--- src/hdl/mcif_pkg.sv ---
// ---------------------------------------------------------------------------
// Multichannel IIR filter package
// Shared command codes, state encodings and front-to-back queue entry type.
// ---------------------------------------------------------------------------
package mcif_pkg;

   typedef enum logic [1:0] {
      CMD_SAMPLE = 2'd0,
      CMD_FF_TAP = 2'd1,
      CMD_FB_TAP = 2'd2,
      CMD_CLEAR  = 2'd3
   } cmd_type;

   typedef enum logic [0:0] {
      REG_FF_TAPS_USED = 1'd0,
      REG_FB_TAPS_USED = 1'd1
   } reg_index_type;

   typedef enum logic [2:0] {
      ST_IDLE,
      ST_FF,
      ST_FB,
      ST_ROUND,
      ST_SHIFT,
      ST_CLEAR
   } state_type;

   localparam int CMD_BITS   = 2;
   localparam int CHAN_BITS  = 3;
   localparam int TAP_BITS   = 4;
   localparam int SAMPLE_W   = 16;
   localparam int COEF_W     = 24;
   localparam int CSR_DATA_W = 5;

   // One classified transaction as it travels from front to back.
   typedef struct packed {
      cmd_type                   cmd;
      logic [CHAN_BITS-1:0]      channel;
      logic [TAP_BITS-1:0]       tap_index;
      logic signed [SAMPLE_W-1:0] sample_value;
      logic signed [COEF_W-1:0]  coef_value;
   } entry_type;

endpackage

--- src/hdl/mcif_if.sv ---
// ---------------------------------------------------------------------------
// Multichannel IIR filter channel interfaces
// Valid/ready request and response channels with source and sink modports.
// ---------------------------------------------------------------------------
interface mcif_req_if;
   logic                                      valid;
   logic                                      ready;
   logic [mcif_pkg::CMD_BITS-1:0]             command;
   logic [mcif_pkg::CHAN_BITS-1:0]            channel;
   logic [mcif_pkg::TAP_BITS-1:0]             tap_index;
   logic signed [mcif_pkg::SAMPLE_W-1:0]      sample_value;
   logic signed [mcif_pkg::COEF_W-1:0]        coef_value;
   modport source (output valid, command, channel, tap_index, sample_value,
                   coef_value, input ready);
   modport sink (input valid, command, channel, tap_index, sample_value,
                 coef_value, output ready);
endinterface


--- src/hdl/mcif_front.sv ---
// ---------------------------------------------------------------------------
// Multichannel IIR filter front end
// Accepts request transactions, drops ones that do nothing, queues the rest.
// ---------------------------------------------------------------------------
module mcif_front #(
   parameter int CHANNELS = 8,
   parameter int FF_TAPS  = 16,
   parameter int FB_TAPS  = 16
) (
   input  logic                clock,
   input  logic                reset,
   mcif_req_if.sink            req,
   output mcif_pkg::entry_type q_entry,
   output logic                q_valid,
   input  logic                q_pop
);
   localparam int QD = 2;

   mcif_pkg::entry_type q_mem_ff [QD];
   logic       wr_ptr_ff, wr_ptr_in, rd_ptr_ff, rd_ptr_in;
   logic [1:0] count_ff, count_in;
   logic       push, keep;
   mcif_pkg::entry_type new_entry;

   assign req.ready = (count_ff != 2'd2);

   // Classify: samples on out-of-range channels and out-of-range tap writes are discarded here.
   always_comb begin
      new_entry.cmd          = mcif_pkg::cmd_type'(req.command);
      new_entry.channel      = req.channel;
      new_entry.tap_index    = req.tap_index;
      new_entry.sample_value = req.sample_value;
      new_entry.coef_value   = req.coef_value;
      case (new_entry.cmd)
         mcif_pkg::CMD_SAMPLE: keep = ({1'b0, req.channel} < (CHANNELS));
         mcif_pkg::CMD_FF_TAP: keep = ({1'b0, req.tap_index} < (FF_TAPS));
         mcif_pkg::CMD_FB_TAP: keep = ({1'b0, req.tap_index} < (FB_TAPS));
         default:              keep = 1'b1;
      endcase
   end

   assign push    = req.valid && req.ready && keep;
   assign q_valid = (count_ff != 2'd0);
   assign q_entry = q_mem_ff[rd_ptr_ff];

   always_comb begin
      wr_ptr_in = push  ? ~wr_ptr_ff : wr_ptr_ff;
      rd_ptr_in = q_pop ? ~rd_ptr_ff : rd_ptr_ff;
      count_in  = count_ff + {1'b0, push} - {1'b0, q_pop};
   end

   always_ff @(posedge clock) begin
      if (push) begin
         q_mem_ff[wr_ptr_ff] <= new_entry;
      end
      if (reset) begin
         wr_ptr_ff <= 1'b0;
         rd_ptr_ff <= 1'b0;
         count_ff  <= 2'd0;
      end else begin
         wr_ptr_ff <= wr_ptr_in;
         rd_ptr_ff <= rd_ptr_in;
         count_ff  <= count_in;
      end
   end

`ifndef SYNTHESIS
   a_no_overflow: assert property (@(posedge clock) disable iff (reset)
      count_ff == 2'd2 |-> !push) else $error("queue overflow");
   a_no_underflow: assert property (@(posedge clock) disable iff (reset)
      q_pop |-> q_valid) else $error("queue underflow");
   a_count_step: assert property (@(posedge clock) disable iff (reset)
      push && !q_pop |=> count_ff == $past(count_ff) + 2'd1)
      else $error("queue count did not advance");
`endif
endmodule

--- src/flat_wrapper.sv ---
// flat-port wrapper written by rule: the top's interface ports become plain ports
module mcif_front_flat 
#(
   parameter int CHANNELS = 8,
   parameter int FF_TAPS  = 16,
   parameter int FB_TAPS  = 16
)
  (clock, reset, q_entry, q_valid, q_pop, req_valid, req_command, req_channel, req_tap_index, req_sample_value, req_coef_value, req_ready);
  mcif_req_if req_i ();
  input  logic clock;
  input  logic reset;
  output mcif_pkg::entry_type q_entry;
  output logic q_valid;
  input  logic q_pop;
  input wire logic [$bits(req_i.valid)-1:0] req_valid;
  input wire logic [$bits(req_i.command)-1:0] req_command;
  input wire logic [$bits(req_i.channel)-1:0] req_channel;
  input wire logic [$bits(req_i.tap_index)-1:0] req_tap_index;
  input wire logic [$bits(req_i.sample_value)-1:0] req_sample_value;
  input wire logic [$bits(req_i.coef_value)-1:0] req_coef_value;
  output wire logic [$bits(req_i.ready)-1:0] req_ready;
  assign req_i.valid = req_valid;
  assign req_i.command = req_command;
  assign req_i.channel = req_channel;
  assign req_i.tap_index = req_tap_index;
  assign req_i.sample_value = req_sample_value;
  assign req_i.coef_value = req_coef_value;
  assign req_ready = req_i.ready;
  mcif_front #(.CHANNELS(CHANNELS), .FF_TAPS(FF_TAPS), .FB_TAPS(FB_TAPS)) u_core (.clock(clock), .reset(reset), .req(req_i), .q_entry(q_entry), .q_valid(q_valid), .q_pop(q_pop));
endmodule
--- config.mk ---
export PLATFORM = sky130hd
export DESIGN_NAME = mcif_front_flat
export DESIGN_NICKNAME = d
export VERILOG_FILES = /design/src/hdl/mcif_pkg.sv /design/src/hdl/mcif_if.sv /design/src/hdl/mcif_front.sv /design/src/flat_wrapper.sv
export SDC_FILE = /design/constraint.sdc
export NUM_CORES = 1
export LEC_CHECK = 0
export ABC_AREA = 0
export BUFFER_PORTS_ARGS = -buffer_cell sky130_fd_sc_hd__buf_4
export CORE_UTILIZATION = 45
export DETAILED_ROUTE_END_ITERATION = 12
export GPL_ROUTABILITY_DRIVEN = 0
export PLACE_DENSITY = 0.67
export SLEW_MARGIN = 20
export SYNTH_ARGS = -nofsm -noshare
export SYNTH_HDL_FRONTEND = slang
export SYNTH_SLANG_ARGS = --single-unit
--- constraint.sdc ---
create_clock -name clock -period 2.6 [get_ports clock]
set_input_delay 0 -clock clock [delete_from_list [all_inputs] [get_ports clock]]
set_output_delay 0 -clock clock [all_outputs]
set_load 0.005 [all_outputs]
### After elaboration in Yosys (flattened, before gate mapping)

Memory sizes are Yosys's and may differ from the RTL's. A register that Yosys moved wholly into a read port is not among the register bits.
Index checks and enable logic that the tools add are counted.

| operators by class | value |
|---|---|
| add/sub/neg operators | 2 |
| equal/unequal tests | 1 |
| multiplexer cells | 4 |
| bitwise operators | 2 |
| reduce and logical (&&, ||, !) cells | 2 |

Operators by type and width:

| kind | count |
|---|---|
| 2-to-1 mux 1 bit | 4 |
| adder 2 x 1 -> 2 bit | 1 |
| != test 2 bit (second input constant) | 1 |
| NOT 1 bit | 2 |
| nonzero test 2 bit | 1 |
| subtractor 2 x 1 -> 2 bit | 1 |
| logical AND 1 bit | 1 |

| word-level totals | value |
|---|---|
| register bits | 4 |
| bits in writable memories | 98 |
| input bits | 53 |
| output and inout port bits | 51 |
| logic and storage cells | 15 |
| memories | 1 |

Memory list:

| memory | words | bits a word | rd ports | clocked after Yosys merged registers in | write ports | line | RTL |
|---|---|---|---|---|---|---|---|
| u_core.q_mem_ff | 2 | 49 | 1 | 1 | 1 | mcif_front.sv:19 | `mcif_pkg::entry_type q_mem_ff [QD];` |

### Depth between registers and ports, before layout

Gate-level depths: netlist of the first run.

| depth | value |
|---|---|
| depth in word-level cells | 4 |
| gate-level depth with buffers | 5 |
| depth with buffers taken out | 5 |

### Worst setup path before layout of the first run

Ideal clock, no wire load.

| path | value |
|---|---|
| path kind | flip-flop to flip-flop |
| from | reg u_core.count_ff[0] |
| to | mem u_core.q_mem_ff[1][0] in the netlist's numbering, enable pin |
| setup time | 412 ps |
| data arrival time | 1786 ps |
| required time | 2188 ps |
| setup slack | 402 ps |
| stages on the path, launching flop included | 3 |
| path buffers | 0 |
| cell sequence | dfxtp_1 > nand2b_1 > and3_1 |

| between the ends | value |
|---|---|
| word-level cells in the longest chain between the ends | 4 |

RTL lines:

| what | line | RTL |
|---|---|---|
| start, declared | mcif_front.sv:21 | `logic [1:0] count_ff, count_in;` |
| start signal, assigned | mcif_front.sv:63 | `count_ff <= count_in;` |
| != test 2 bit | mcif_front.sv:25 | `assign req.ready = (count_ff != 2'd2);` |
| net req_ready | flat_wrapper.sv:21 | `output wire logic [$bits(req_i.ready)-1:0] req_ready;` |
| logical AND 1 bit | mcif_front.sv:42 | `assign push = req.valid && req.ready && keep;` |
| 2-to-1 mux 1 bit | mcif_front.sv:53 | `if (push) begin` |
| 2-to-1 mux 1 bit (implied by the code) | mcif_front.sv:54 | `q_mem_ff[wr_ptr_ff] <= new_entry;` |
| end, declared | mcif_front.sv:19 |  |

The timed path passes the listed nets, and every way through them passes these cells.

### Worst setup path after layout of the first run

| path | value |
|---|---|
| from | reg u_core.count_ff[0] |
| to | mem u_core.q_mem_ff[1][24] in the netlist's numbering, enable pin |

| between the ends | value |
|---|---|
| word-level cells in the longest chain between the ends | 4 |

RTL lines:

| what | line |
|---|---|
| != test 2 bit | mcif_front.sv:25 |
| logical AND 1 bit | mcif_front.sv:42 |
| 2-to-1 mux 1 bit | mcif_front.sv:53 |
| 2-to-1 mux 1 bit (implied by the code) | mcif_front.sv:54 |

No other way between the ends.

==> results of run 1 <==
[stage by stage]
step	instance area [µm²]	cells	hold slack, ns	power (mW)	setup slack (ns)
2_1_floorplan	3766	178	0.06907	2.266	0.4022
3_3_place_gp	4700	384	0.1859	2.553	0.8495
3_5_place_dp	4700	384	0.1879	2.563	0.7966
4_1_cts	5396	453	0.3490	3.474	0.7759
5_1_grt	5396	453	0.3566	3.592	0.7172
6_report	5396	453	0.3660	3.441	0.8002
[registers in the layout, summed over array words and instances, names as in the netlist, named ones only]
signal,flops
u_core.count_ff,2
u_core.q_mem_ff,98
u_core.rd_ptr_ff,1
u_core.wr_ptr_ff,1
[layer usage]
layer  GRT usage, %  vias up  wire length [µm]  share of wire, %
li1               -     1026                 -                 -
met1          21.80     1041              2981                44
met2          25.86       82              3082                46
met3          4.797       10               556               8.3
met4          6.154        0                95               1.4
met5              0        -                 0                 0
[area by class of cell]
class | count | area share (%)
clock buffer | 11 | 2.434
inverter | 2 | 0.1391
sequential | 103 | 56.41
tap | 105 | 2.434
timing repair buffer | 159 | 25.27
clock inverter | 5 | 0.6492
multi-input combinational | 68 | 12.66
[Yosys cell counts]
| cell type | n | area [µm²] |
|---|---|---|
| sky130_fd_sc_hd__edfxtp_1 | 98 | 2943 |
| sky130_fd_sc_hd__mux2_2 | 49 | 551.8 |
| sky130_fd_sc_hd__dfxtp_1 | 5 | 100.1 |
| sky130_fd_sc_hd__buf_2 | 3 | 15.01 |
| sky130_fd_sc_hd__nor2_1 | 3 | 11.26 |
| sky130_fd_sc_hd__a21oi_1 | 2 | 10.01 |
| sky130_fd_sc_hd__inv_1 | 2 | 7.510 |
| sky130_fd_sc_hd__a21bo_2 | 1 | 10.01 |
| sky130_fd_sc_hd__a21o_1 | 1 | 7.510 |
| sky130_fd_sc_hd__and2b_1 | 1 | 7.510 |
| sky130_fd_sc_hd__and3_1 | 1 | 6.260 |
| sky130_fd_sc_hd__buf_4 | 1 | 7.510 |
| sky130_fd_sc_hd__buf_6 | 1 | 11.26 |
| sky130_fd_sc_hd__ha_1 | 1 | 12.51 |
| sky130_fd_sc_hd__mux2_1 | 1 | 11.26 |
| sky130_fd_sc_hd__mux2i_1 | 1 | 10.01 |
| sky130_fd_sc_hd__nand2_1 | 1 | 3.750 |
| sky130_fd_sc_hd__nand2b_1 | 1 | 6.260 |
| sky130_fd_sc_hd__nand3_1 | 1 | 5.000 |
| sky130_fd_sc_hd__nand3b_1 | 1 | 7.510 |
| sky130_fd_sc_hd__nor2b_1 | 1 | 6.260 |
| sky130_fd_sc_hd__or2_2 | 1 | 6.260 |
| sky130_fd_sc_hd__xnor2_1 | 1 | 8.760 |
[worst register-to-register path, cell delays in order (launching register included)]
cell	delay [ns]
sky130_fd_sc_hd__dfxtp_1	0.37
sky130_fd_sc_hd__nand2b_1	0.23
sky130_fd_sc_hd__and3_2	0.61
sky130_fd_sc_hd__buf_12	0.28
[logic make-up (layout without fill, tap and decap cells)]
logic type,Yosys count,in the layout,synth area share [%]
compound gates,4,4,0.7310
xor+xnor,1,1,0.2326
fa+ha+maj,1,1,0.3322
buf+inv,7,177,1.096
flops,103,103,80.80
mux,51,51,15.22
simple gates,11,11,1.595
[worst paths after layout]
check / slack [ns] / depth (start not counted) / endpoint / startpoint
max reg2reg: 0.80 / 3 / u_core.q_mem_ff[1][24] / u_core.count_ff[0]
min reg2reg: 0.53 / 2 / u_core.rd_ptr_ff / u_core.rd_ptr_ff
max: 0.80 / 3 / u_core.q_mem_ff[1][24] / u_core.count_ff[0]
min: 0.37 / 2 / u_core.q_mem_ff[0][34] / req_sample_value[10]
[report_power, final]
group / internal, mW / switching [mW] / leakage, nW
Sequential: 1.96 / 0.0334 / 0.954
Combinational: 0.354 / 0.233 / 0.993
Clock: 0.349 / 0.507 / 0.0849
==> reports/metrics.csv, run 1 <==
stage,metric,value,unit
routing,detailedRoute.firstIterationViolations,82,
floorplan,die_width,93.48,µm
timing,skew,0.006943,ns
power_and_ir_drop,max-vdd-ir-drop,0.4001,mV
synthesis,ys_warn_count,0,
synthesis,synth_fp_nets,232,
timing,timing.max_slew.rel_slack,60.93,%
routing,drt-pass1-iter-count,4,
routing,wl_per_cell,14.82,µm
clocking,clk-insertion-delay-late,0.35,ns
setup_path,critical_path.top_delay_family,simple AND/OR/NAND/NOR gates,
timing,setup_viol_count_final,0,
status,status,completed,
place,place.detailed.hpwl,4.081,mm
clocking,cts_tree,done,
clocking,maximum_number_of_buffers_from_clock_root_to_sink,2,
layout,design.final.nets,397,
layout,sequential_cell_area,3044,µm²
synthesis,synth.avg_cell_area,21.16,µm²
setup_path,crit_path_cell_trace,nand2b_1 -> and3_2 -> buf_12,
floorplan,fp.dieArea,8739,µm²
clocking,post-cts-setup-buffer-count,0,
timing,period_utilization,69.22,%
timing,worst_slew_pin_tran,0.5860,ns
worst_hold_path,min-delay-path-class,in -> reg,
synthesis,post_synth_instance_area,3766,µm²
routing,routed-via-count,2159,
layout,fill_cells,611,
global_routing,globalRoute.totalOverflow,0,
global_routing,grt_antenna_before_repair,0,
clocking,ctsRootBufferMaster,sky130_fd_sc_hd__clkbuf_8,
floorplan,die_y,93.48,µm
power_and_ir_drop,powerDensity,637.6,nW/µm²
global_routing,number_of_global_route_vias_before_repair,2259,
layout,num_antenna_cells,0,
synthesis,synth_cell_types,23,
routing,drc_errors,0,
synthesis,postSynthCellCount,178,
synthesis,ys_ff_latch,103,
layout,final_cell_mix,"sky130_fd_sc_hd__buf_4 (103), sky130_fd_sc_hd__edfxtp_1 (98), sky130_fd_sc_hd__dlygate4sd3_1 (53), sky130_fd_sc_hd__mux2_2 (49), sky130_fd_sc_hd__clkbuf_8 (9)",
floorplan,floorplan.io_pins,104,
clocking,clkSlewWorstSetupHoldPaths,0.09,ns
timing,maxSlewViolCount,0,
place,port_buffers,103,
floorplan,core.rowCount,33,
global_routing,grt_max_degree,42,
floorplan,fp.coreArea,8175,µm²
layout,final_common_cell,sky130_fd_sc_hd__buf_4,
clocking,cts_resized,0,
global_routing,total_grt_usage,16.47,%
layout,multi_input_area,683.2,µm²
clocking,h-tree-depth,3,
timing,timing.final.hold_violations,0,
timing,max_freq,555.6,MHz
setup_path,worstPathRequired,2.66,ns
timing,rsz0062_at_grt,no,
setup_path,critPathArrivalTime,1.86,ns
layout,layout_cell_share_with_drive_strength_beyond_1,49.71,%
floorplan,initial_core_util,46.07,%
timing,post-route-min-period,1.800,ns
setup_path,critPathBufInv,1,
layout,final_core_util,66.01,%
routing,vias_per_cell,4.766,
clocking,cts_hold_buffers,53,
setup_path,critPathMaxFanout,27,
setup_path,delay_contributed_by_the_slowest_stage_of_the_critical_path,0.61,ns
setup_path,startpoint_type,register,
clocking,cts_made_buffers,9,
routing,detail_route.wirelength,6.715,mm
setup_path,critPathKind,reg -> reg,
layout,area_growth_synth_to_finish,43.29,%
flow_run,timing.max_cap.violations,0,
power_and_ir_drop,static-leakage-power,2.032,nW
routing,antenna_left,0,
global_routing,first_pass_grt_wire_length,10.60,mm
synthesis,ys_seq_area_share,80.80,%
setup_path,critPathCaptureType,register,
clocking,tritoncts_num_sinks,103,
timing,setup_total_negative_slack,0,ns
setup_path,timing.critical_path.slowest_stage_cell,sky130_fd_sc_hd__and3_2,
Power figures use the tool's default switching activity.
==> run 2, diff against run 1 <==
==> constraint.sdc (replaced) <==
create_clock -name clock -period 1.88 [get_ports clock]
set_input_delay 0 -clock clock [delete_from_list [all_inputs] [get_ports clock]]
set_output_delay 0 -clock clock [all_outputs]
set_load 0.005 [all_outputs]
==> run 2 against run 1 <==
Effect of this change:
- final cell count is 0.66% higher
- clock power is 49% higher
- combinational power is 42% higher
- power is 41% higher
- final area is 0.81% higher
- sequential share of layout area is 0.45 points lower
==> reports/metrics.csv, run 2 (same netlist as run 1, synthesis figures left out) <==
stage,metric,value,unit
worst_hold_path,min-delay-path-class,in -> reg,
clocking,ctsRootBufferMaster,sky130_fd_sc_hd__clkbuf_8,
setup_path,rr_startpoint,u_core.count_ff[0],
layout,largestRegisters,"u_core.q_mem_ff: 98 flops, u_core.count_ff: 2 flops",
setup_path,critPathCaptureType,register,
timing,setup_total_negative_slack,0,ns
timing,max_freq,625.7,MHz
routing,routed-via-count,2167,
clocking,clk-insertion-delay-late,0.35,ns
global_routing,grt_antenna_before_repair,0,
power_and_ir_drop,static-leakage-power,2.042,nW
routing,detailedRoute.firstIterationViolations,70,
power_and_ir_drop,max-vdd-ir-drop,0.5274,mV
floorplan,initial_core_util,46.07,%
layout,design.final.nets,400,
clocking,cts_made_buffers,9,
floorplan,floorplan.io_pins,104,
timing,post-route-min-period,1.598,ns
layout,registers.top_by_ff_count,u_core.q_mem_ff,
routing,detail_route.wirelength,6.710,mm
layout,num_antenna_cells,0,
clocking,maximum_number_of_buffers_from_clock_root_to_sink,2,
layout,area_growth_synth_to_finish,44.45,%
timing,skew,0.01055,ns
setup_path,delay_contributed_by_the_slowest_stage_of_the_critical_path,0.37,ns
routing,vias_per_cell,4.752,
timing,maxSlewViolCount,0,
power_and_ir_drop,total_power,4.864,mW
clocking,clkSlewWorstSetupHoldPaths,0.09,ns
setup_path,crit_path_cell_trace,inv_1 -> ha_1 -> and2b_1 -> mux2i_1 -> mux2_1,
timing,worst_slack,0.2818,ns
routing,drt-pass1-iter-count,4,
setup_path,timing.critical_path.slowest_stage_cell,sky130_fd_sc_hd__dfxtp_1,
worst_hold_path,worst_hold_startpoint,req_sample_value[9],
power_and_ir_drop,powerDensity,894.0,nW/µm²
setup_path,critPathArrivalTime,1.84,ns
place,place.detailed.hpwl,4.190,mm
flow_run,timing.max_cap.violations,0,
global_routing,grt_max_degree,31,
global_routing,globalRoute.totalOverflow,0,
routing,drc_errors,0,
place,preCtsSetupSlack,0.3127,ns
floorplan,die_width,93.48,µm
clocking,h-tree-depth,3,
setup_path,critPathMaxFanout,4,
place,port_buffers,103,
timing,setup_viol_count_final,0,
floorplan,die_y,93.48,µm
routing,antenna_left,0,
layout,layout.cell_area.non_filler,5440,µm²
layout,largest_register_ffs,98,
place,postPlaceCellArea,4726,µm²
setup_path,worstSetupStartpoint,u_core.count_ff[0],
timing,rsz0062_at_grt,no,
setup_path,startpoint_type,register,
timing,worst_slew_pin_tran,0.3998,ns
setup_path,worstPathRequired,2.12,ns
status,status,completed,
global_routing,total_grt_usage,15.93,%
routing,wl_per_cell,14.71,µm
layout,final_cell_mix,"sky130_fd_sc_hd__buf_4 (106), sky130_fd_sc_hd__edfxtp_1 (98), sky130_fd_sc_hd__dlygate4sd3_1 (53), sky130_fd_sc_hd__mux2_2 (49), sky130_fd_sc_hd__clkbuf_8 (9)",
global_routing,first_pass_grt_wire_length,10.21,mm
layout,layout_cell_share_with_drive_strength_beyond_1,49.86,%
clocking,tritoncts_num_sinks,103,
timing,timing.max_slew.rel_slack,73.35,%
timing,timing.final.hold_violations,0,
timing,period_utilization,85.01,%
global_routing,number_of_global_route_vias_before_repair,2115,
setup_path,critPathKind,reg -> reg,
floorplan,fp.dieArea,8739,µm²
layout,final_common_cell,sky130_fd_sc_hd__buf_4,
floorplan,fp.coreArea,8175,µm²
clocking,cts_tree,done,
floorplan,core.rowCount,33,
[run 2: cell count changes in the layout (fill, tap and decap cells not counted), sizes merged]
cell	before	now
clkinvlp	0	3
clkbuf	11	13
inv	2	1
bufinv	0	1
clkinv	5	0
buf	106	109
[run 2: per-layer routing]
metal / GRT usage, % / part of all wire, % / vias to the layer above
li1: - / - / 1026
met5: 0 / 0 / -
met1: 21.16 / 45 / 1060
met2: 25.67 / 49 / 71
met3: 3.252 / 5.1 / 10
met4: 6.538 / 1.5 / 0
[run 2: critical path, delay by kind of cell, from the launching register on]
kind / cells / cell delay [ns]
and+or+nand+nor: 1 / 0.22
DFF: 1 / 0.37
adders and majority gates: 1 / 0.31
muxes: 2 / 0.53
buffers and inverters: 1 / 0.06
[run 2: path summary, 6_finish.rpt]
kind                            slack (ns)                      to  cells after the start
worst min register to register        0.57                register                      2
worst min-delay path                  0.38  u_core.q_mem_ff[0][33]                      2
worst max-delay path                  0.28      u_core.count_ff[1]                      5
worst max register to register        0.28      u_core.count_ff[1]                      5
[run 2: power breakdown]
group	switching, mW	internal, mW	total (mW)
combinational	0.333	0.500	0.833
sequential	0.0398	2.72	2.76
clock	0.657	0.618	1.28
[run 2: layout make-up]
type                            count  area, µm²
Timing Repair Buffer              162       1386
Sequential cell                   103       3044
Multi-Input combinational cell     68      683.2
Tap cell                          105      131.4
Clock buffer                       13      138.9
Inverter                            2      11.26
Fill cell                         585       2735
Clock inverter                      3      45.04
[run 2: per-stage QoR]
stage	std cells	utilization [%]	hold slack (ns)
after floorplan	178	-	0.06907
after global placement	387	57.81	0.1862
after detailed placement	387	57.81	0.1875
after CTS	456	66.54	0.3559
after global routing	456	66.54	0.3632
final	456	66.54	0.3760
[run 2: timing repair]
item	in CTS	in global routing
hold buffers	53	0
setup buffers	0	0
endpoints found under the hold margin	103	0
gates resized for setup	0	0
setup endpoints to repair	0	0
